===== config.mk =====
export PLATFORM = sky130hd
export DESIGN_NAME = cartridge_bank_address_decoder
export DESIGN_NICKNAME = d
export VERILOG_FILES = /design/src/rtl/cbad_pkg.sv /design/src/rtl/cartridge_bank_address_decoder.sv /design/src/rtl/cbad_classify.sv /design/src/rtl/cbad_select.sv /design/src/rtl/cbad_mask.sv
export SDC_FILE = /design/constraint.sdc
export NUM_CORES = 1
export LEC_CHECK = 0
export CAP_MARGIN = 20
export CORE_MARGIN = 2
export CORE_UTILIZATION = 30
export DETAILED_ROUTE_END_ITERATION = 6
export DONT_BUFFER_PORTS = 1
export SKIP_CTS_REPAIR_TIMING = 1
export SLEW_MARGIN = 40
export SYNTH_ARGS = -nofsm -noshare
export SYNTH_HDL_FRONTEND = slang
export SYNTH_SLANG_ARGS = --single-unit
export TNS_END_PERCENT = 20

===== constraint.sdc =====
create_clock -name i_clk -period 4.2 [get_ports i_clk]
set_clock_uncertainty 0.15 [all_clocks]
set_input_delay 0.21 -clock i_clk [delete_from_list [all_inputs] [get_ports i_clk]]
set_output_delay 0.21 -clock i_clk [all_outputs]
set_load 0.005 [all_outputs]

===== src/rtl/cbad_pkg.sv =====
// ----------------------------------------------------------------------------
// Cartridge bank address decoder package
// Shared constants, codes, structs and mask helpers for the decoder pipeline.
// ----------------------------------------------------------------------------
package cbad_pkg;

    // Widest ROM size in address bits; larger settings saturate here.
    localparam int MAX_ROM_BITS = 23;
    // Widest save RAM size in address bits.
    localparam int MAX_RAM_BITS = 20;
    // ROM sizes from this many address bits up shrink the lo save RAM window.
    localparam int ROM_BIG_BITS = 21;
    // Width of the byte offset result.
    localparam int OFFSET_W = 23;

    // Map modes.
    localparam logic [3:0] MODE_NONE   = 4'd0;
    localparam logic [3:0] MODE_LO     = 4'd1;
    localparam logic [3:0] MODE_HI     = 4'd2;
    localparam logic [3:0] MODE_EXLO   = 4'd3;
    localparam logic [3:0] MODE_EXHI   = 4'd4;
    localparam logic [3:0] MODE_COPRO  = 4'd5;
    localparam logic [3:0] MODE_LODSP  = 4'd6;
    localparam logic [3:0] MODE_HIDSP  = 4'd7;
    localparam logic [3:0] MODE_DSPRAM = 4'd8;

    // Targets.
    localparam logic [2:0] TGT_NONE  = 3'd0;
    localparam logic [2:0] TGT_ROM   = 3'd1;
    localparam logic [2:0] TGT_RAM   = 3'd2;
    localparam logic [2:0] TGT_PORT  = 3'd3;
    localparam logic [2:0] TGT_DRAM  = 3'd4;
    localparam logic [2:0] TGT_COPRO = 3'd5;

    // Configuration register indexes.
    localparam logic [1:0] CFG_MAP_MODE = 2'd0;
    localparam logic [1:0] CFG_ROM_BITS = 2'd1;
    localparam logic [1:0] CFG_RAM_BITS = 2'd2;

    // Which size mask applies to the raw offset.
    typedef enum logic [1:0] {
        MSK_NONE,
        MSK_ROM,
        MSK_RAM
    } t_msk;

    // Configuration register contents.
    typedef struct packed {
        logic [3:0] map_mode;
        logic [4:0] rom_addr_bits;
        logic [4:0] ram_addr_bits;
    } t_cfg;

    // Stage 1 result: access fields and window hits.
    typedef struct packed {
        logic        wr;
        logic [7:0]  bank;
        logic [15:0] addr;
        logic [7:0]  data;
        logic        lo_ram_sized;
        logic        lo_ram_plain;
        logic        rom_any;
        logic        rom_a15;
        logic        hi_ram;
        logic        ext_ram;
        logic        copro;
        logic        lodsp;
        logic        hidsp;
        logic        dsp8_port;
        logic        dsp8_dram;
    } t_class;

    // Stage 2 result: chosen target with its unmasked offset.
    typedef struct packed {
        logic [2:0]          target;
        logic [OFFSET_W-1:0] raw_off;
        t_msk                msk;
        logic                port_sel;
        logic                is_write;
        logic [7:0]          data;
    } t_sel;

    // Limit a size setting to its largest legal value.
    function automatic logic [4:0] clip_bits(input logic [4:0] b, input logic [4:0] lim);
        return (b > lim) ? lim : b;
    endfunction

    // Mask with the low n bits set.
    function automatic logic [OFFSET_W-1:0] low_mask(input logic [4:0] n);
        logic [OFFSET_W-1:0] m;
        for (int i = 0; i < OFFSET_W; i++) begin
            m[i] = (i < int'(n));
        end
        return m;
    endfunction

endpackage


===== src/rtl/cartridge_bank_address_decoder.sv =====
// ----------------------------------------------------------------------------
// Cartridge bank address decoder
// Decodes one cartridge bus access per cycle, while o_busy is low, into target, offset and port.
// ----------------------------------------------------------------------------
//  Channel   Ports                                          Handshake
//  access    i_func i_bank i_addr i_wr_data                 i_start, o_busy
//  result    o_target o_offset o_port_sel o_is_write        o_strobe (one cycle)
//            o_out_data
//  config    i_cfg_index i_cfg_data                         i_cfg_valid, o_cfg_ready
//
//  Three register stages (classify, select, mask); each access produces its
//  result with o_strobe after all three, one access per cycle while o_busy
//  is low. o_busy is high during reset, clears on the clock edge after reset
//  is released and stays low; o_cfg_ready is its inverse. The pipeline never
//  stalls; the receiver must take every result in the cycle it is shown,
//  which the block does not enforce. Reset is synchronous and active low:
//  valid bits clear; map mode none, 22 ROM address bits and no save RAM.
// ----------------------------------------------------------------------------
module cartridge_bank_address_decoder (
    input  logic                          i_clk,
    input  logic                          i_rst_n,
    input  logic                          i_start,
    output logic                          o_busy,
    input  logic                          i_func,
    input  logic [7:0]                    i_bank,
    input  logic [15:0]                   i_addr,
    input  logic [7:0]                    i_wr_data,
    output logic                          o_strobe,
    output logic [2:0]                    o_target,
    output logic [cbad_pkg::OFFSET_W-1:0] o_offset,
    output logic                          o_port_sel,
    output logic                          o_is_write,
    output logic [7:0]                    o_out_data,
    input  logic                          i_cfg_valid,
    output logic                          o_cfg_ready,
    input  logic [1:0]                    i_cfg_index,
    input  logic [4:0]                    i_cfg_data
);

    logic             r_busy;
    cbad_pkg::t_cfg   r_cfg;
    logic             accept;
    logic             v1;
    logic             v2;
    cbad_pkg::t_class cls;
    cbad_pkg::t_sel   sel;

    assign accept      = i_start && !r_busy;
    assign o_busy      = r_busy;
    assign o_cfg_ready = !r_busy;

    // Busy during reset, configuration registers.
    always_ff @(posedge i_clk) begin
        if (!i_rst_n) begin
            r_busy              <= 1'b1;
            r_cfg.map_mode      <= cbad_pkg::MODE_NONE;
            r_cfg.rom_addr_bits <= 5'd22;
            r_cfg.ram_addr_bits <= 5'd0;
        end else begin
            r_busy <= 1'b0;
            if (i_cfg_valid && !r_busy) begin
                case (i_cfg_index)
                    cbad_pkg::CFG_MAP_MODE: r_cfg.map_mode      <= i_cfg_data[3:0];
                    cbad_pkg::CFG_ROM_BITS: r_cfg.rom_addr_bits <= i_cfg_data;
                    cbad_pkg::CFG_RAM_BITS: r_cfg.ram_addr_bits <= i_cfg_data;
                    default: ;
                endcase
            end
        end
    end

    // Stage 1: window classification.
    cbad_classify u_classify (
        .i_clk     (i_clk),
        .i_rst_n   (i_rst_n),
        .i_valid   (accept),
        .i_func    (i_func),
        .i_bank    (i_bank),
        .i_addr    (i_addr),
        .i_wr_data (i_wr_data),
        .i_cfg     (r_cfg),
        .o_valid   (v1),
        .o_cls     (cls)
    );

    // Stage 2: target selection.
    cbad_select u_select (
        .i_clk      (i_clk),
        .i_rst_n    (i_rst_n),
        .i_valid    (v1),
        .i_cls      (cls),
        .i_map_mode (r_cfg.map_mode),
        .o_valid    (v2),
        .o_sel      (sel)
    );

    // Stage 3: size masking and result register.
    cbad_mask u_mask (
        .i_clk           (i_clk),
        .i_rst_n         (i_rst_n),
        .i_valid         (v2),
        .i_sel           (sel),
        .i_rom_addr_bits (r_cfg.rom_addr_bits),
        .i_ram_addr_bits (r_cfg.ram_addr_bits),
        .o_strobe        (o_strobe),
        .o_target        (o_target),
        .o_offset        (o_offset),
        .o_port_sel      (o_port_sel),
        .o_is_write      (o_is_write),
        .o_out_data      (o_out_data)
    );

`ifndef SYNTHESIS
    // Every transfer yields exactly one result, after the classify, select and mask registers.
    a_latency: assert property (@(posedge i_clk) disable iff (!i_rst_n)
        accept |-> ##3 o_strobe)
        else $error("access transfer without result three cycles later");

    a_no_spurious: assert property (@(posedge i_clk) disable iff (!i_rst_n)
        o_strobe |-> $past(accept, 3))
        else $error("result without a matching access transfer");

    // A write is only reported with a real target.
    a_write_target: assert property (@(posedge i_clk) disable iff (!i_rst_n)
        (o_strobe && o_is_write) |-> (o_target != cbad_pkg::TGT_NONE))
        else $error("write reported without a target");

    // Port select and offset follow the target kind.
    a_port_offset: assert property (@(posedge i_clk) disable iff (!i_rst_n)
        o_strobe |-> ((!o_port_sel || o_target == cbad_pkg::TGT_PORT)
                   && ((o_target != cbad_pkg::TGT_NONE && o_target != cbad_pkg::TGT_PORT)
                       || o_offset == '0)))
        else $error("port select or offset inconsistent with target");
`endif

endmodule


===== src/rtl/cbad_classify.sv =====
// ----------------------------------------------------------------------------
// Cartridge decoder, stage 1: window classification
// Registers the access and the hits of every bank and address window.
// ----------------------------------------------------------------------------
module cbad_classify (
    input  logic                i_clk,
    input  logic                i_rst_n,
    input  logic                i_valid,
    input  logic                i_func,
    input  logic [7:0]          i_bank,
    input  logic [15:0]         i_addr,
    input  logic [7:0]          i_wr_data,
    input  cbad_pkg::t_cfg      i_cfg,
    output logic                o_valid,
    output cbad_pkg::t_class    o_cls
);

    logic             ram_p;
    logic             rom_big;
    logic [4:0]       rom_sat;
    logic             lo_banks;
    logic             a_6x;
    logic             r_valid;
    cbad_pkg::t_class r_cls;
    cbad_pkg::t_class n_cls;

    // Size-dependent conditions.
    assign rom_sat = cbad_pkg::clip_bits(i_cfg.rom_addr_bits, 5'(cbad_pkg::MAX_ROM_BITS));
    assign rom_big = (rom_sat >= 5'(cbad_pkg::ROM_BIG_BITS));
    assign ram_p   = (i_cfg.ram_addr_bits != 5'd0);

    // Common windows: banks 70-7D and F0-FF, and addresses 6000-7FFF.
    assign lo_banks = ((i_bank >= 8'h70) && (i_bank < 8'h7E)) || (i_bank >= 8'hF0);
    assign a_6x     = (i_addr[15:13] == 3'b011);

    // Window hits for every mode; stage 2 picks among them.
    always_comb begin
        n_cls.wr           = i_func;
        n_cls.bank         = i_bank;
        n_cls.addr         = i_addr;
        n_cls.data         = i_wr_data;
        n_cls.lo_ram_sized = lo_banks && (!rom_big || !i_addr[15]) && ram_p;
        n_cls.lo_ram_plain = lo_banks && !i_addr[15] && ram_p;
        n_cls.rom_any      = i_addr[15] || i_bank[6];
        n_cls.rom_a15      = i_addr[15];
        n_cls.hi_ram       = (i_bank[6:5] == 2'b01) && a_6x && ram_p;
        n_cls.ext_ram      = !i_bank[6] && a_6x && ram_p;
        n_cls.copro        = !i_bank[6] && a_6x;
        n_cls.lodsp        = ((i_bank[6:4] == 3'h3) && i_addr[15])
                          || ((i_bank[6:4] == 3'h6) && !i_addr[15]);
        n_cls.hidsp        = (i_bank[6:5] == 2'b00) && a_6x;
        n_cls.dsp8_port    = (i_bank[6:3] == 4'b1100) && (i_addr[15:14] == 2'b00);
        n_cls.dsp8_dram    = (i_bank[6:3] == 4'b1101) && !i_addr[15];
    end

    // Stage register; the valid bit is control state.
    always_ff @(posedge i_clk) begin
        if (!i_rst_n) begin
            r_valid <= 1'b0;
        end else begin
            r_valid <= i_valid;
        end
        if (i_valid) begin
            r_cls <= n_cls;
        end
    end

    assign o_valid = r_valid;
    assign o_cls   = r_cls;

endmodule


===== src/rtl/cbad_select.sv =====
// ----------------------------------------------------------------------------
// Cartridge decoder, stage 2: target selection
// Picks the target for the map mode and forms its unmasked offset.
// ----------------------------------------------------------------------------
module cbad_select (
    input  logic             i_clk,
    input  logic             i_rst_n,
    input  logic             i_valid,
    input  cbad_pkg::t_class i_cls,
    input  logic [3:0]       i_map_mode,
    output logic             o_valid,
    output cbad_pkg::t_sel   o_sel
);

    logic [cbad_pkg::OFFSET_W-1:0] lo_ram_raw;
    logic [cbad_pkg::OFFSET_W-1:0] lo_rom_raw;
    logic [cbad_pkg::OFFSET_W-1:0] exlo_rom_raw;
    logic [cbad_pkg::OFFSET_W-1:0] hi_ram_raw;
    logic [cbad_pkg::OFFSET_W-1:0] ext_ram_raw;
    logic [cbad_pkg::OFFSET_W-1:0] hi_rom_raw;
    logic [cbad_pkg::OFFSET_W-1:0] copro_raw;
    logic [cbad_pkg::OFFSET_W-1:0] dram_raw;
    logic [2:0]                    tgt;
    logic [cbad_pkg::OFFSET_W-1:0] raw;
    cbad_pkg::t_msk                msk;
    logic                          port;
    logic                          r_valid;
    cbad_pkg::t_sel                r_sel;
    cbad_pkg::t_sel                n_sel;

    // Raw offsets of every window; address bit 15 overlaps bank bit 0 in lo save RAM.
    assign lo_ram_raw   = {4'b0, i_cls.bank[3:1], i_cls.bank[0] | i_cls.addr[15],
                           i_cls.addr[14:0]};
    assign lo_rom_raw   = {1'b0, i_cls.bank[6:0], i_cls.addr[14:0]};
    assign exlo_rom_raw = {!i_cls.bank[7], i_cls.bank[6:0], i_cls.addr[14:0]};
    assign hi_ram_raw   = {5'b0, i_cls.bank[4:0], i_cls.addr[12:0]};
    assign ext_ram_raw  = {4'b0, i_cls.bank[5:0], i_cls.addr[12:0]};
    assign hi_rom_raw   = {(i_map_mode == cbad_pkg::MODE_EXHI) && !i_cls.bank[7],
                           i_cls.bank[5:0], i_cls.addr};
    assign copro_raw    = {10'b0, i_cls.addr[12:0]};
    assign dram_raw     = {11'b0, i_cls.addr[11:0]};

    // Priority decode per map mode.
    always_comb begin
        tgt  = cbad_pkg::TGT_NONE;
        raw  = '0;
        msk  = cbad_pkg::MSK_NONE;
        port = 1'b0;
        case (i_map_mode)
            cbad_pkg::MODE_LO, cbad_pkg::MODE_EXLO: begin
                if (i_cls.wr) begin
                    if (i_cls.lo_ram_sized) begin
                        tgt = cbad_pkg::TGT_RAM;
                        raw = lo_ram_raw;
                        msk = cbad_pkg::MSK_RAM;
                    end
                end else if (i_map_mode == cbad_pkg::MODE_LO) begin
                    if (i_cls.lo_ram_sized) begin
                        tgt = cbad_pkg::TGT_RAM;
                        raw = lo_ram_raw;
                        msk = cbad_pkg::MSK_RAM;
                    end else if (i_cls.rom_any) begin
                        tgt = cbad_pkg::TGT_ROM;
                        raw = lo_rom_raw;
                        msk = cbad_pkg::MSK_ROM;
                    end
                end else begin
                    if (i_cls.lo_ram_plain) begin
                        tgt = cbad_pkg::TGT_RAM;
                        raw = lo_ram_raw;
                        msk = cbad_pkg::MSK_RAM;
                    end else if (i_cls.rom_a15) begin
                        tgt = cbad_pkg::TGT_ROM;
                        raw = exlo_rom_raw;
                        msk = cbad_pkg::MSK_ROM;
                    end
                end
            end
            cbad_pkg::MODE_HI, cbad_pkg::MODE_EXHI: begin
                if (i_cls.wr) begin
                    if (i_cls.hi_ram) begin
                        tgt = cbad_pkg::TGT_RAM;
                        raw = hi_ram_raw;
                        msk = cbad_pkg::MSK_RAM;
                    end
                end else if (i_map_mode == cbad_pkg::MODE_EXHI && i_cls.ext_ram) begin
                    tgt = cbad_pkg::TGT_RAM;
                    raw = ext_ram_raw;
                    msk = cbad_pkg::MSK_RAM;
                end else if (i_map_mode == cbad_pkg::MODE_HI && i_cls.hi_ram) begin
                    tgt = cbad_pkg::TGT_RAM;
                    raw = hi_ram_raw;
                    msk = cbad_pkg::MSK_RAM;
                end else if (i_cls.rom_any) begin
                    tgt = cbad_pkg::TGT_ROM;
                    raw = hi_rom_raw;
                    msk = cbad_pkg::MSK_ROM;
                end
            end
            cbad_pkg::MODE_COPRO: begin
                if (i_cls.copro) begin
                    tgt = cbad_pkg::TGT_COPRO;
                    raw = copro_raw;
                end else if (i_cls.lo_ram_plain) begin
                    tgt = cbad_pkg::TGT_RAM;
                    raw = lo_ram_raw;
                    msk = cbad_pkg::MSK_RAM;
                end else if (!i_cls.wr && i_cls.rom_any) begin
                    tgt = cbad_pkg::TGT_ROM;
                    raw = lo_rom_raw;
                    msk = cbad_pkg::MSK_ROM;
                end
            end
            cbad_pkg::MODE_LODSP: begin
                if (i_cls.lo_ram_plain) begin
                    tgt = cbad_pkg::TGT_RAM;
                    raw = lo_ram_raw;
                    msk = cbad_pkg::MSK_RAM;
                end else if (i_cls.lodsp) begin
                    tgt  = cbad_pkg::TGT_PORT;
                    port = !i_cls.addr[14];
                end else if (!i_cls.wr && i_cls.rom_any) begin
                    tgt = cbad_pkg::TGT_ROM;
                    raw = lo_rom_raw;
                    msk = cbad_pkg::MSK_ROM;
                end
            end
            cbad_pkg::MODE_HIDSP: begin
                if (i_cls.hidsp) begin
                    tgt  = cbad_pkg::TGT_PORT;
                    port = !i_cls.addr[12];
                end else if (i_cls.hi_ram) begin
                    tgt = cbad_pkg::TGT_RAM;
                    raw = hi_ram_raw;
                    msk = cbad_pkg::MSK_RAM;
                end else if (!i_cls.wr && i_cls.rom_any) begin
                    tgt = cbad_pkg::TGT_ROM;
                    raw = hi_rom_raw;
                    msk = cbad_pkg::MSK_ROM;
                end
            end
            cbad_pkg::MODE_DSPRAM: begin
                if (i_cls.dsp8_port) begin
                    tgt  = cbad_pkg::TGT_PORT;
                    port = !i_cls.addr[0];
                end else if (i_cls.dsp8_dram) begin
                    tgt = cbad_pkg::TGT_DRAM;
                    raw = dram_raw;
                end else if (i_cls.lo_ram_sized) begin
                    tgt = cbad_pkg::TGT_RAM;
                    raw = lo_ram_raw;
                    msk = cbad_pkg::MSK_RAM;
                end else if (!i_cls.wr && i_cls.rom_a15) begin
                    tgt = cbad_pkg::TGT_ROM;
                    raw = lo_rom_raw;
                    msk = cbad_pkg::MSK_ROM;
                end
            end
            default: begin
                tgt = cbad_pkg::TGT_NONE;
            end
        endcase
    end

    // Write qualification travels with the selection.
    always_comb begin
        n_sel.target   = tgt;
        n_sel.raw_off  = raw;
        n_sel.msk      = msk;
        n_sel.port_sel = port;
        n_sel.is_write = i_cls.wr && (tgt != cbad_pkg::TGT_NONE);
        n_sel.data     = (i_cls.wr && (tgt != cbad_pkg::TGT_NONE)) ? i_cls.data : 8'h00;
    end

    // Stage register.
    always_ff @(posedge i_clk) begin
        if (!i_rst_n) begin
            r_valid <= 1'b0;
        end else begin
            r_valid <= i_valid;
        end
        if (i_valid) begin
            r_sel <= n_sel;
        end
    end

    assign o_valid = r_valid;
    assign o_sel   = r_sel;

endmodule


===== src/rtl/cbad_mask.sv =====
// ----------------------------------------------------------------------------
// Cartridge decoder, stage 3: size masking
// Masks ROM and save RAM offsets by the configured sizes and registers results.
// ----------------------------------------------------------------------------
module cbad_mask (
    input  logic                          i_clk,
    input  logic                          i_rst_n,
    input  logic                          i_valid,
    input  cbad_pkg::t_sel                i_sel,
    input  logic [4:0]                    i_rom_addr_bits,
    input  logic [4:0]                    i_ram_addr_bits,
    output logic                          o_strobe,
    output logic [2:0]                    o_target,
    output logic [cbad_pkg::OFFSET_W-1:0] o_offset,
    output logic                          o_port_sel,
    output logic                          o_is_write,
    output logic [7:0]                    o_out_data
);

    logic [cbad_pkg::OFFSET_W-1:0] rom_mask;
    logic [cbad_pkg::OFFSET_W-1:0] ram_mask;
    logic [cbad_pkg::OFFSET_W-1:0] n_offset;
    logic                          r_strobe;
    logic [2:0]                    r_target;
    logic [cbad_pkg::OFFSET_W-1:0] r_offset;
    logic                          r_port_sel;
    logic                          r_is_write;
    logic [7:0]                    r_out_data;

    // Size masks from the saturated size settings.
    assign rom_mask = cbad_pkg::low_mask(
        cbad_pkg::clip_bits(i_rom_addr_bits, 5'(cbad_pkg::MAX_ROM_BITS)));
    assign ram_mask = cbad_pkg::low_mask(
        cbad_pkg::clip_bits(i_ram_addr_bits, 5'(cbad_pkg::MAX_RAM_BITS)));

    // Apply the mask that the selection asks for.
    always_comb begin
        case (i_sel.msk)
            cbad_pkg::MSK_ROM: n_offset = i_sel.raw_off & rom_mask;
            cbad_pkg::MSK_RAM: n_offset = i_sel.raw_off & ram_mask;
            cbad_pkg::MSK_NONE: n_offset = i_sel.raw_off;
            default: n_offset = '0;
        endcase
    end

    // Output register.
    always_ff @(posedge i_clk) begin
        if (!i_rst_n) begin
            r_strobe <= 1'b0;
        end else begin
            r_strobe <= i_valid;
        end
        if (i_valid) begin
            r_target   <= i_sel.target;
            r_offset   <= n_offset;
            r_port_sel <= i_sel.port_sel;
            r_is_write <= i_sel.is_write;
            r_out_data <= i_sel.data;
        end
    end

    assign o_strobe   = r_strobe;
    assign o_target   = r_target;
    assign o_offset   = r_offset;
    assign o_port_sel = r_port_sel;
    assign o_is_write = r_is_write;
    assign o_out_data = r_out_data;

endmodule


==> metrics.txt, run 1 <==
# TYPE chip_impl_metric gauge
chip_impl_metric{name="num_io_pins",unit=""} 83
chip_impl_metric{name="worst_pin_slew",unit="ns"} 0.854
chip_impl_metric{name="synth_enable_flop_cells",unit=""} 117
chip_impl_metric{name="timing.slew.headroom",unit=""} 0.430
chip_impl_metric{name="drc",unit=""} 0
chip_impl_metric{name="pin_count_of_the_biggest_net_entering_global_routing",unit=""} 45
chip_impl_metric{name="leakage",unit="µW"} 0.00254
chip_impl_metric{name="grt_pass1_wl",unit="µm"} 24500
chip_impl_metric{name="grtUsageMet1",unit=""} 0.189
chip_impl_metric{name="detail_route.iter0.violations",unit=""} 370
chip_impl_metric{name="die-width",unit="µm"} 150
chip_impl_metric{name="path_max_fanout",unit=""} 19
chip_impl_metric{name="drtAntennaViolNets",unit=""} 0
chip_impl_metric{name="antenna_found_initial",unit=""} 0
chip_impl_metric{name="fmaxAchievable",unit="MHz"} 367
chip_impl_metric{name="synth_register_bits",unit=""} 135
chip_impl_info{name="rsz0062_at_grt",value="no"} 1
chip_impl_info{name="worstSetupEndpointType",value="flop"} 1
chip_impl_metric{name="vias_in_the_first_global_route",unit=""} 4183
chip_impl_metric{name="path_clk_slew",unit="ns"} 0.06
chip_impl_metric{name="met2_usage",unit=""} 0.234
chip_impl_metric{name="globalplace.congestion",unit=""} 0.943
chip_impl_metric{name="clock_tree.htree_level_count",unit=""} 4
chip_impl_metric{name="numPortBuffers",unit=""} 0
chip_impl_metric{name="setup-tns-final",unit="ns"} 0
chip_impl_metric{name="antenna_diode_count",unit=""} 0
chip_impl_metric{name="design.die.area",unit="mm²"} 0.0225
chip_impl_metric{name="yosys_warnings",unit=""} 0
chip_impl_metric{name="tritoncts.num_buffers",unit=""} 17
chip_impl_metric{name="final.hold.worst_slack",unit="ns"} -0.0149
chip_impl_metric{name="final-hold-violation-count",unit=""} 2
chip_impl_metric{name="grt.total_usage",unit=""} 0.147
chip_impl_metric{name="hpwl",unit="µm"} 11600
chip_impl_metric{name="finalInstanceArea",unit="mm²"} 0.00769
chip_impl_metric{name="route.detailed.wl_per_inst",unit="µm"} 19.2
chip_impl_metric{name="post-route-period-util",unit=""} 0.648
chip_impl_metric{name="floorplan.die.height",unit="µm"} 150
chip_impl_info{name="worst_setup_path_start_kind",value="flop"} 1
chip_impl_metric{name="netlist_area_before_placement",unit="mm²"} 0.00639
chip_impl_info{name="highest_count_cells_in_the_layout_ignoring_fill_and_taps",value="sky130_fd_sc_hd__edfxtp_1, sky130_fd_sc_hd__dlygate4sd3_1, sky130_fd_sc_hd__nand2_1"} 1
chip_impl_metric{name="finalSetupViolations",unit=""} 0
chip_impl_metric{name="ir_worst_vdd",unit="mV"} 0.269
chip_impl_metric{name="drtPass1Iterations",unit=""} 4
chip_impl_metric{name="finish.net_count",unit=""} 616
chip_impl_metric{name="areaGrowthSynthToFinish",unit="%"} 20.3
chip_impl_metric{name="initial_utilization",unit=""} 0.305
chip_impl_metric{name="fin_crit",unit="ns"} 2.72
chip_impl_info{name="grt_busiest_layer",value="met2"} 1
chip_impl_metric{name="grt.overflow.total",unit=""} 0
chip_impl_metric{name="core_area",unit="mm²"} 0.0210
chip_impl_metric{name="worst_ep_arrival_time",unit="ns"} 2.81
chip_impl_info{name="most_frequent_standard_cell_in_the_layout_excluding_fill_and_tap_cells",value="sky130_fd_sc_hd__edfxtp_1"} 1
chip_impl_metric{name="worst_skew_pair.late_latency",unit="ns"} 0.42
chip_impl_info{name="outcome",value="finished with violations"} 1
chip_impl_metric{name="numClockSinks",unit=""} 135
chip_impl_metric{name="row_count",unit=""} 53
chip_impl_metric{name="cells_after_synth",unit=""} 527
chip_impl_metric{name="synth-async-reset-ratio",unit=""} 0
chip_impl_metric{name="detail_route.wirelength",unit="µm"} 16400
chip_impl_info{name="ys.flop_type",value="sky130_fd_sc_hd__edfxtp_1"} 1
chip_impl_metric{name="mappedNetlistNets",unit=""} 574
chip_impl_metric{name="finalMaxSlewViolations",unit=""} 0
chip_impl_info{name="failing_checks",value="hold timing"} 1
chip_impl_metric{name="ys_seq_area_frac",unit=""} 0.606
chip_impl_metric{name="drive_above_1_share",unit=""} 0.108
chip_impl_info{name="timing.setup.critical_path_class",value="flop to flop"} 1
chip_impl_metric{name="placed_standard_cell_area",unit="mm²"} 0.00661
chip_impl_metric{name="grt.met3_usage",unit=""} 0.0479
chip_impl_metric{name="avgSynthCellArea",unit="µm²"} 12.1
chip_impl_metric{name="via_count",unit=""} 4438
chip_impl_info{name="timing.hold.worst.class",value="input pin to flop"} 1
chip_impl_metric{name="timing.critical_path.required",unit="ns"} 4.29
chip_impl_metric{name="cts-root-to-sink-buffers",unit=""} 2
chip_impl_info{name="clock_root_buffer",value="sky130_fd_sc_hd__clkbuf_16"} 1
chip_impl_metric{name="p_per_area",unit="mW/mm²"} 413
chip_impl_metric{name="drv.max_cap_violation_count",unit=""} 0
chip_impl_info{name="tritoncts_clock_tree",value="yes"} 1
chip_impl_metric{name="via_per_inst",unit=""} 5.18
chip_impl_metric{name="unique_cell_type_count_in_the_yosys_netlist",unit=""} 71
-- synth_stat cells (all sizes together), types with 3 or more instances --
master  number  area [µm²]
a211oi       3        22.5
a21boi      17         165
a21oi       34         174
a221o        3        30.0
a22o         5        43.8
a22oi        6        45.0
a31oi        7        50.1
a32oi        4        35.0
and2         7        46.3
and3         3        18.8
buf         10        92.6
clkbuf      22        82.6
dfxtp       18         360
edfxtp     117        3510
ha           3        37.5
inv         16        60.1
mux2i       11         110
nand2       41         154
nand2b       8        50.1
nand3       17        85.1
nand3b       7        52.6
nor2        40         150
nor2b       13        81.3
nor3        15        75.1
nor3b       24         190
nor4b        7         106
o211ai       4        30.0
o21a         3        22.5
o21ai       20         100
o22ai        3        18.8
o311ai       3        26.3
-- path summary, 6_finish.rpt --
kind                startpoint                    to  slack [ns]  cells past startpoint
min reg2reg  u_select.o_sel[0]  u_mask.o_out_data[0]        0.27                      0
min                  i_bank[6]   u_classify.o_cls[3]       -0.01                      2
max                  r_cfg[12]    u_select.o_sel[24]        1.48                      6
max reg2reg          r_cfg[12]    u_select.o_sel[24]        1.48                      6
-- critical path, cell delays in order, from the launching register on --
cell and delay [ns]:
sky130_fd_sc_hd__dfxtp_1 0.86, sky130_fd_sc_hd__nand3b_1 0.20, sky130_fd_sc_hd__or4_4 0.48, sky130_fd_sc_hd__a31oi_2 0.26
sky130_fd_sc_hd__a2111oi_4 0.08, sky130_fd_sc_hd__buf_4 0.21, sky130_fd_sc_hd__a211oi_1 0.28
-- layout make-up --
class	count	area (µm²)
fill	2077	13300
multi-input combinational	344	2290
timing repair buffer	55	537
tap	275	344
clock buffer	17	425
sequential	135	3870
clock inverter	14	159
inverter	16	60.1
-- sequential cells by signal (all words and copies together), names as in the netlist --
signal and cells:
u_mask.o_offset 23, o_busy 1, u_mask.o_is_write 1, r_cfg 14
u_mask.o_out_data 8, u_classify.o_valid 1, u_classify.o_cls 43, u_mask.o_port_sel 1
u_mask.o_strobe 1, u_select.o_valid 1, u_select.o_sel 38, u_mask.o_target 3
-- report_power, final --
| group | total, µW | switching (µW) | internal, µW |
|---|---|---|---|
| Combinational | 162 | 88.2 | 73.4 |
| Clock | 1480 | 554 | 921 |
| Sequential | 1540 | 41.0 | 1500 |
-- per-stage QoR --
step                 util  hold slack (ns)  power [µW]  worst slack, ns  cells
floorplan               -            0.132        1650             1.31    527
global placement    0.316            0.139        1690             1.49    776
detailed placement  0.316            0.140        1690             1.49    776
CTS                 0.343           -0.311        3170             1.47    807
global route        0.367        -0.000365        3280             1.25    856
finish              0.367          -0.0149        3170             1.48    856
-- cell families (layout without fill, tap and decap cells) --
| group | count (synthesis) | after routing | share of synthesized area |
|---|---|---|---|
| simple gates | 201 | 201 | 0.186 |
| flops | 135 | 135 | 0.606 |
| compound gates | 126 | 126 | 0.143 |
| buf+inv | 48 | 102 | 0.0368 |
| mux | 11 | 11 | 0.0172 |
| fa+ha+maj | 4 | 4 | 0.00744 |
| xor+xnor | 2 | 2 | 0.00274 |
-- per-layer routing --
layer	share of wire	wire length [µm]
met3	0.056	923
met1	0.44	7220
met2	0.49	8030
met4	0.014	227
met5	0	0
(Power assumes the default switching activity.)
==> inputs of run 2 (changes only) <==
--- a/config.mk
+++ b/config.mk
@@ -5,6 +5,7 @@
 export SDC_FILE = /design/constraint.sdc
 export NUM_CORES = 1
 export LEC_CHECK = 0
+export ABC_AREA = 1
 export CAP_MARGIN = 20
 export CORE_MARGIN = 2
 export CORE_UTILIZATION = 30
==> constraint.sdc (replaced) <==
create_clock -name i_clk -period 2.4 [get_ports i_clk]
set_clock_uncertainty 0.15 [all_clocks]
set_input_delay 0.12 -clock i_clk [delete_from_list [all_inputs] [get_ports i_clk]]
set_output_delay 0.12 -clock i_clk [all_outputs]
set_load 0.005 [all_outputs]
==> metrics.txt, run 2 <==
# TYPE chip_impl_metric gauge
chip_impl_info{name="outcome",value="finished with violations"} 1
chip_impl_info{name="failing_checks",value="hold timing"} 1
chip_impl_metric{name="drv.max_cap_violation_count",unit=""} 0
chip_impl_metric{name="synth_top_area_frac",unit=""} 0.489
chip_impl_metric{name="initial_utilization",unit=""} 0.306
chip_impl_metric{name="path_clk_slew",unit="ns"} 0.07
chip_impl_metric{name="floorplan.die.height",unit="µm"} 159
chip_impl_metric{name="unique_cell_type_count_in_the_yosys_netlist",unit=""} 36
chip_impl_metric{name="post-route-period-util",unit=""} 0.895
chip_impl_metric{name="drtAntennaViolNets",unit=""} 0
chip_impl_metric{name="grt.total_usage",unit=""} 0.169
chip_impl_metric{name="synth-async-reset-ratio",unit=""} 0
chip_impl_metric{name="numPortBuffers",unit=""} 0
chip_impl_metric{name="vias_in_the_first_global_route",unit=""} 5842
chip_impl_info{name="most_frequent_standard_cell_in_the_layout_excluding_fill_and_tap_cells",value="sky130_fd_sc_hd__nand2_1"} 1
chip_impl_metric{name="timing.critical_path.required",unit="ns"} 2.54
chip_impl_metric{name="netSwitchingPower",unit="µW"} 1530
chip_impl_metric{name="finalSetupViolations",unit=""} 0
chip_impl_metric{name="areaGrowthSynthToFinish",unit="%"} 21.5
chip_impl_info{name="ys.flop_type",value="sky130_fd_sc_hd__edfxtp_1"} 1
chip_impl_metric{name="ys_seq_area_frac",unit=""} 0.539
chip_impl_metric{name="area_of_the_multi_input_gates",unit="mm²"} 0.00281
chip_impl_metric{name="p_per_area",unit="mW/mm²"} 664
chip_impl_metric{name="pin_count_of_the_biggest_net_entering_global_routing",unit=""} 44
chip_impl_metric{name="numClockSinks",unit=""} 135
chip_impl_info{name="highest_count_cells_in_the_layout_ignoring_fill_and_taps",value="sky130_fd_sc_hd__nand2_1, sky130_fd_sc_hd__edfxtp_1, sky130_fd_sc_hd__o21ai_0"} 1
chip_impl_metric{name="setup-tns-final",unit="ns"} 0
chip_impl_metric{name="worst_pin_slew",unit="ns"} 0.612
chip_impl_info{name="synth_top_cells_by_count",value="sky130_fd_sc_hd__nand2_1, sky130_fd_sc_hd__edfxtp_1, sky130_fd_sc_hd__o21ai_0"} 1
chip_impl_metric{name="worst_ep_arrival_time",unit="ns"} 2.29
chip_impl_metric{name="sequentialPowerShare",unit=""} 0.466
chip_impl_metric{name="final.hold.worst_slack",unit="ns"} -0.0300
chip_impl_info{name="tritoncts_clock_tree",value="yes"} 1
chip_impl_metric{name="largest_incremental_delay_on_the_critical_path",unit="ns"} 0.46
chip_impl_metric{name="worst_skew_pair.late_latency",unit="ns"} 0.43
chip_impl_metric{name="clock_power_share",unit=""} 0.451
chip_impl_info{name="worst_setup_path_start_kind",value="flop"} 1
chip_impl_metric{name="via_per_inst",unit=""} 5.14
chip_impl_metric{name="finalInstanceArea",unit="mm²"} 0.00874
chip_impl_metric{name="antenna_diode_count",unit=""} 0
chip_impl_metric{name="cts-root-to-sink-buffers",unit=""} 2
chip_impl_metric{name="detail_route.iter0.violations",unit=""} 636
chip_impl_metric{name="largest_register_ffs",unit=""} 43
chip_impl_metric{name="cp.buffers_inverters",unit=""} 3
chip_impl_info{name="cp_cell_sequence",value="inv_1, ha_1, inv_1, o21ai_0, inv_1, o21ai_0, nand2_1, nand2_1, nand2_1, nor2_1"} 1
chip_impl_metric{name="post-route-worst-setup-slack",unit="ns"} 0.252
chip_impl_metric{name="wl_met1",unit="µm"} 9860
chip_impl_metric{name="drive_above_1_share",unit=""} 0.0939
chip_impl_info{name="worstSetupEndpointType",value="flop"} 1
chip_impl_metric{name="ff_latch_area",unit="mm²"} 0.00388
chip_impl_metric{name="via_count",unit=""} 6297
chip_impl_metric{name="final-hold-violation-count",unit=""} 8
chip_impl_metric{name="grt.overflow.total",unit=""} 0
chip_impl_info{name="crit_path_top_delay_cell",value="sky130_fd_sc_hd__ha_1"} 1
chip_impl_metric{name="met3_wirelength",unit="µm"} 1470
chip_impl_metric{name="mappedNetlistNets",unit=""} 879
chip_impl_metric{name="synth_enable_flop_cells",unit=""} 117
chip_impl_metric{name="drc",unit=""} 0
chip_impl_info{name="rsz0062_at_grt",value="no"} 1
chip_impl_info{name="yosys.area.top_type",value="sky130_fd_sc_hd__edfxtp_1"} 1
chip_impl_metric{name="design.die.area",unit="mm²"} 0.0252
chip_impl_metric{name="drtPass1Iterations",unit=""} 5
chip_impl_metric{name="route.detailed.wl_per_inst",unit="µm"} 17.5
chip_impl_metric{name="grt_pass1_wl",unit="µm"} 33400
chip_impl_metric{name="power.combinational.fraction",unit=""} 0.083
chip_impl_metric{name="routed-wl-met2",unit="µm"} 9820
chip_impl_metric{name="clock_tree.htree_level_count",unit=""} 4
chip_impl_metric{name="core_area",unit="mm²"} 0.0235
chip_impl_metric{name="tritoncts.num_buffers",unit=""} 17
chip_impl_info{name="timing.hold.worst.class",value="input pin to flop"} 1
chip_impl_info{name="dr.max_layer_used",value="met4"} 1
chip_impl_metric{name="row_count",unit=""} 56
chip_impl_metric{name="synth_register_bits",unit=""} 135
chip_impl_metric{name="dp_slack",unit="ns"} 0.255
chip_impl_metric{name="cells_after_synth",unit=""} 832
chip_impl_metric{name="internal_power",unit="µW"} 4270
chip_impl_metric{name="placed_standard_cell_area",unit="mm²"} 0.00769
chip_impl_metric{name="fmaxAchievable",unit="MHz"} 466
chip_impl_metric{name="finish.net_count",unit=""} 939
chip_impl_metric{name="antenna_found_initial",unit=""} 0
chip_impl_metric{name="hpwl",unit="µm"} 15600
chip_impl_info{name="leading_cell_type_by_number_of_instances_after_synthesis",value="sky130_fd_sc_hd__nand2_1"} 1
chip_impl_metric{name="finalMaxSlewViolations",unit=""} 0
chip_impl_metric{name="netlist_area_before_placement",unit="mm²"} 0.00719
chip_impl_metric{name="leakage",unit="µW"} 0.00337
chip_impl_metric{name="yosys_warnings",unit=""} 0
chip_impl_metric{name="die-width",unit="µm"} 159
chip_impl_metric{name="timing.slew.headroom",unit=""} 0.587
chip_impl_metric{name="fin_crit",unit="ns"} 2.15
chip_impl_metric{name="n_fill_cell",unit=""} 2388
chip_impl_metric{name="ir_worst_vdd",unit="mV"} 0.479
chip_impl_metric{name="avgSynthCellArea",unit="µm²"} 8.64
chip_impl_metric{name="num_io_pins",unit=""} 83
chip_impl_metric{name="power.share.switching",unit=""} 0.264
chip_impl_info{name="timing.setup.critical_path_class",value="flop to flop"} 1
chip_impl_metric{name="detail_route.wirelength",unit="µm"} 21500
chip_impl_info{name="clock_root_buffer",value="sky130_fd_sc_hd__clkbuf_16"} 1
chip_impl_info{name="synth.top_cells.by_area",value="sky130_fd_sc_hd__edfxtp_1, sky130_fd_sc_hd__o21ai_0, sky130_fd_sc_hd__nand2_1"} 1
chip_impl_info{name="critPathTopFamily",value="adder cells"} 1
chip_impl_metric{name="path_max_fanout",unit=""} 10
chip_impl_metric{name="globalplace.congestion",unit=""} 0.986
-- run 2: cells by family (layout without fill, tap and decap cells) --
group	Yosys count	count (layout)	share of synthesized area
compound gates	234	234	0.186
fa+ha+maj	3	3	0.00522
buf+inv	132	205	0.0715
flops	135	135	0.539
simple gates	328	328	0.198
-- run 2: cell type report --
| type | instances | area share |
|---|---|---|
| clock buffer | 17 | 0.0487 |
| inverter | 96 | 0.0412 |
| multi-input combinational | 565 | 0.321 |
| clock inverter | 15 | 0.0183 |
| sequential | 135 | 0.444 |
| timing repair buffer | 77 | 0.0808 |
| tap | 319 | 0.0457 |
-- run 2: path summary, 6_finish.rpt --
kind                                         start                    to  slack (ns)  cells past startpoint
worst max-delay path            u_select.o_sel[11]   u_mask.o_offset[10]        0.25                     10
worst min-delay path                i_cfg_index[0]              r_cfg[9]       -0.03                      4
worst max register to register  u_select.o_sel[11]   u_mask.o_offset[10]        0.25                     10
worst min register to register   u_select.o_sel[2]  u_mask.o_out_data[2]        0.27                      0
-- run 2: per-stage QoR --
stage / util / hold slack (ns) / power (µW) / std cells
finish: 0.372 / -0.0300 / 5800 / 1224
global route: 0.372 / 0.0000268 / 6020 / 1224
CTS: 0.353 / -0.406 / 5800 / 1178
global placement: 0.328 / 0.0493 / 3160 / 1146
floorplan: - / 0.0455 / 3000 / 832
detailed placement: 0.328 / 0.0515 / 3160 / 1146
-- run 2: routing by layer --
metal | vias up | global-route usage
met5 | - | 0
met4 | 0 | 0.0496
met3 | 27 | 0.0410
met2 | 253 | 0.261
met1 | 2964 | 0.236
li1 | 3053 | -
-- run 2: power groups by stage --
stage | clock, µW | sequential, µW | combinational (µW)
2_1_floorplan | 0 | 2720 | 281
3_3_place_gp | 0 | 2750 | 403
3_5_place_dp | 0 | 2750 | 406
4_1_cts | 2690 | 2700 | 408
5_1_grt | 2770 | 2710 | 533
6_report | 2620 | 2700 | 481
-- run 2: tightest hold or removal path, cell delays in order --
cell and delay [ns]:
sky130_fd_sc_hd__inv_1 0.05, sky130_fd_sc_hd__nor3_1 0.05, sky130_fd_sc_hd__buf_4 0.15, sky130_fd_sc_hd__o211ai_1 0.14
==> inputs of run 3 (changes only) <==
--- a/config.mk
+++ b/config.mk
@@ -15,5 +15,6 @@
 export SLEW_MARGIN = 40
 export SYNTH_ARGS = -nofsm -noshare
 export SYNTH_HDL_FRONTEND = slang
+export SYNTH_HIERARCHICAL = 1
 export SYNTH_SLANG_ARGS = --single-unit
 export TNS_END_PERCENT = 20
==> metrics.txt, run 3 <==
# TYPE chip_impl_metric gauge
chip_impl_info{name="outcome",value="finished with violations"} 1
chip_impl_info{name="failing_checks",value="hold timing"} 1
chip_impl_info{name="worst_setup_path_start_kind",value="flop"} 1
chip_impl_metric{name="r2r_setup_slack",unit="ns"} 0.13
chip_impl_metric{name="grt_pass1_wl",unit="µm"} 36900
chip_impl_metric{name="avgSynthCellArea",unit="µm²"} 8.07
chip_impl_metric{name="grt.total_usage",unit=""} 0.164
chip_impl_info{name="timing.critical_path.from",value="o_busy"} 1
chip_impl_metric{name="clock_power_share",unit=""} 0.435
chip_impl_metric{name="fin_crit",unit="ns"} 2.27
chip_impl_info{name="tritoncts_clock_tree",value="yes"} 1
chip_impl_info{name="r2r-end",value="r_cfg[9]"} 1
chip_impl_info{name="yosys.area.top_type",value="sky130_fd_sc_hd__edfxtp_1"} 1
chip_impl_info{name="clock_root_buffer",value="sky130_fd_sc_hd__clkbuf_16"} 1
chip_impl_metric{name="die-width",unit="µm"} 169
chip_impl_metric{name="ys_seq_area_frac",unit=""} 0.473
chip_impl_metric{name="antenna_found_initial",unit=""} 0
chip_impl_metric{name="largest_register_ffs",unit=""} 43
chip_impl_metric{name="final.hold.worst_slack",unit="ns"} -0.0169
chip_impl_metric{name="drv.max_cap_violation_count",unit=""} 0
chip_impl_info{name="setup.worst_path.end",value="r_cfg[9]"} 1
chip_impl_metric{name="drtPass1Iterations",unit=""} 5
chip_impl_metric{name="path_clk_slew",unit="ns"} 0.06
chip_impl_metric{name="numPortBuffers",unit=""} 0
chip_impl_info{name="cp_cell_sequence",value="inv_1, nand2_2, nor2_4, nand2_1, dlygate4sd3_1, nand3_1, dlygate4sd3_1"} 1
chip_impl_metric{name="setup-tns-final",unit="ns"} 0
chip_impl_metric{name="finalMaxSlewViolations",unit=""} 0
chip_impl_info{name="crit_path_top_delay_cell",value="sky130_fd_sc_hd__dlygate4sd3_1"} 1
chip_impl_metric{name="leakage",unit="µW"} 0.00390
chip_impl_metric{name="worst_r2r_path_depth",unit=""} 7
chip_impl_metric{name="cts-root-to-sink-buffers",unit=""} 2
chip_impl_metric{name="yosys_warnings",unit=""} 6
chip_impl_metric{name="cells_after_synth",unit=""} 1015
chip_impl_metric{name="synth_register_bits",unit=""} 135
chip_impl_metric{name="numClockSinks",unit=""} 135
chip_impl_metric{name="hpwl",unit="µm"} 17100
chip_impl_info{name="synth.top_cells.by_area",value="sky130_fd_sc_hd__edfxtp_1, sky130_fd_sc_hd__nand2_1, sky130_fd_sc_hd__nand3_1"} 1
chip_impl_info{name="worstReg2RegStart",value="o_busy"} 1
chip_impl_info{name="worstSetupEndpointType",value="flop"} 1
chip_impl_metric{name="detail_route.iter0.violations",unit=""} 794
chip_impl_metric{name="detail_route.wirelength",unit="µm"} 23200
chip_impl_metric{name="unique_cell_type_count_in_the_yosys_netlist",unit=""} 37
chip_impl_metric{name="tritoncts.num_buffers",unit=""} 17
chip_impl_metric{name="synth-async-reset-ratio",unit=""} 0
chip_impl_metric{name="drc",unit=""} 0
chip_impl_metric{name="final-hold-violation-count",unit=""} 1
chip_impl_metric{name="num_io_pins",unit=""} 83
chip_impl_info{name="ys.flop_type",value="sky130_fd_sc_hd__edfxtp_1"} 1
chip_impl_info{name="synth_top_cells_by_count",value="sky130_fd_sc_hd__nand2_1, sky130_fd_sc_hd__edfxtp_1, sky130_fd_sc_hd__nor2_1"} 1
chip_impl_metric{name="via_count",unit=""} 7354
chip_impl_metric{name="sequentialPowerShare",unit=""} 0.469
chip_impl_metric{name="clock_tree.htree_level_count",unit=""} 4
chip_impl_metric{name="core_area",unit="mm²"} 0.0269
chip_impl_metric{name="worst_skew_pair.late_latency",unit="ns"} 0.43
chip_impl_metric{name="power.combinational.fraction",unit=""} 0.095
chip_impl_metric{name="timing.slew.headroom",unit=""} 0.552
chip_impl_info{name="timing.hold.worst.class",value="input pin to flop"} 1
chip_impl_metric{name="path_max_fanout",unit=""} 5
chip_impl_info{name="leading_cell_type_by_number_of_instances_after_synthesis",value="sky130_fd_sc_hd__nand2_1"} 1
chip_impl_metric{name="p_per_area",unit="mW/mm²"} 595
chip_impl_metric{name="drive_above_1_share",unit=""} 0.107
chip_impl_metric{name="power.share.switching",unit=""} 0.273
chip_impl_metric{name="grt.overflow.total",unit=""} 0
chip_impl_metric{name="finalSetupViolations",unit=""} 0
chip_impl_metric{name="ir_worst_vdd",unit="mV"} 0.461
chip_impl_metric{name="antenna_diode_count",unit=""} 0
chip_impl_info{name="highest_count_cells_in_the_layout_ignoring_fill_and_taps",value="sky130_fd_sc_hd__nand2_1, sky130_fd_sc_hd__edfxtp_1, sky130_fd_sc_hd__nor2_1"} 1
chip_impl_metric{name="mappedNetlistNets",unit=""} 1062
chip_impl_metric{name="fmaxAchievable",unit="MHz"} 441
chip_impl_info{name="most_frequent_standard_cell_in_the_layout_excluding_fill_and_tap_cells",value="sky130_fd_sc_hd__nand2_1"} 1
chip_impl_metric{name="row_count",unit=""} 60
chip_impl_metric{name="synth_enable_flop_cells",unit=""} 117
chip_impl_metric{name="worst_ep_arrival_time",unit="ns"} 2.43
chip_impl_metric{name="largest_incremental_delay_on_the_critical_path",unit="ns"} 0.57
chip_impl_metric{name="route.detailed.wl_per_inst",unit="µm"} 16.5
chip_impl_metric{name="worst_pin_slew",unit="ns"} 0.669
chip_impl_info{name="rsz0062_at_grt",value="no"} 1
chip_impl_metric{name="globalplace.congestion",unit=""} 0.936
chip_impl_metric{name="via_per_inst",unit=""} 5.23
chip_impl_metric{name="synth_top_area_frac",unit=""} 0.429
chip_impl_metric{name="initial_utilization",unit=""} 0.305
chip_impl_metric{name="drtAntennaViolNets",unit=""} 0
chip_impl_metric{name="pin_count_of_the_biggest_net_entering_global_routing",unit=""} 50
chip_impl_metric{name="design.die.area",unit="mm²"} 0.0286
chip_impl_metric{name="vias_in_the_first_global_route",unit=""} 6509
chip_impl_metric{name="areaGrowthSynthToFinish",unit="%"} 18.0
chip_impl_metric{name="floorplan.die.height",unit="µm"} 169
chip_impl_metric{name="internal_power",unit="µW"} 4180
chip_impl_metric{name="netlist_area_before_placement",unit="mm²"} 0.00819
chip_impl_metric{name="netSwitchingPower",unit="µW"} 1570
chip_impl_info{name="timing.setup.critical_path_class",value="flop to flop"} 1
chip_impl_metric{name="post-route-period-util",unit=""} 0.944
chip_impl_metric{name="timing.critical_path.required",unit="ns"} 2.56
chip_impl_metric{name="finish.net_count",unit=""} 1100
chip_impl_info{name="critPathMostFrequentCell",value="sky130_fd_sc_hd__dlygate4sd3_1"} 1
[run 3: worst min-delay path by stage]
stage / from / end / slack, ns / depth (start not counted)
after floorplan: i_rst_n / u_classify/o_valid / 0.07 / 2
after global placement: i_rst_n / o_busy / 0.03 / 1
after detailed placement: i_rst_n / o_busy / 0.03 / 1
after CTS: i_rst_n / o_busy / -0.41 / 1
after global routing: i_start / u_classify/o_valid / 0.02 / 5
final: i_start / u_classify/o_valid / -0.02 / 5
[run 3: power by group through the flow]
stage,clock network [µW],registers [µW],logic (µW)
after floorplan,0,2720,357
after global placement,0,2750,460
after detailed placement,0,2750,462
after CTS,2570,2700,464
after global routing,2660,2710,616
final,2500,2700,548
[run 3: per-stage QoR]
stage,total power (µW),std cells,setup WS (ns),utilization,instance area [µm²]
6_report,5750,1407,0.135,0.359,9660
5_1_grt,5980,1407,0.0186,0.359,9660
4_1_cts,5730,1356,0.141,0.340,9140
3_5_place_dp,3210,1324,0.153,0.319,8580
3_3_place_gp,3210,1324,0.222,0.319,8580
2_1_floorplan,3070,1015,0.311,-,8190
[run 3: critical path, delay by kind of cell (launching register included)]
| kind | cells | cell delay (ns) |
|---|---|---|
| buf+inv | 3 | 1.24 |
| flops | 1 | 0.47 |
| simple gates | 4 | 0.31 |
[run 3: cell families (layout without fill, tap and decap cells)]
group / count (synthesis) / after routing / synth area share
AO/OA/AOI/OAI: 251 / 251 / 0.188
adder cells (fa/ha/maj): 3 / 3 / 0.00459
buffers and inverters: 169 / 220 / 0.0854
flip-flops: 135 / 135 / 0.473
AND/OR/NAND/NOR: 457 / 457 / 0.249
[run 3: cell type report]
type	count	area [µm²]
Sequential cell	135	3880
Timing Repair Buffer	86	786
Inverter	102	383
Tap cell	341	427
Clock buffer	17	425
Clock inverter	15	133
Multi-Input combinational cell	711	3630
Fill cell	2816	17200
[run 3: per-layer routing]
layer,track usage,vias up,routed length [µm]
met1,0.233,3363,11000
met4,0.0383,0,221
met2,0.245,307,10100
met3,0.0492,20,1890
met5,0,-,0
li1,-,3664,-
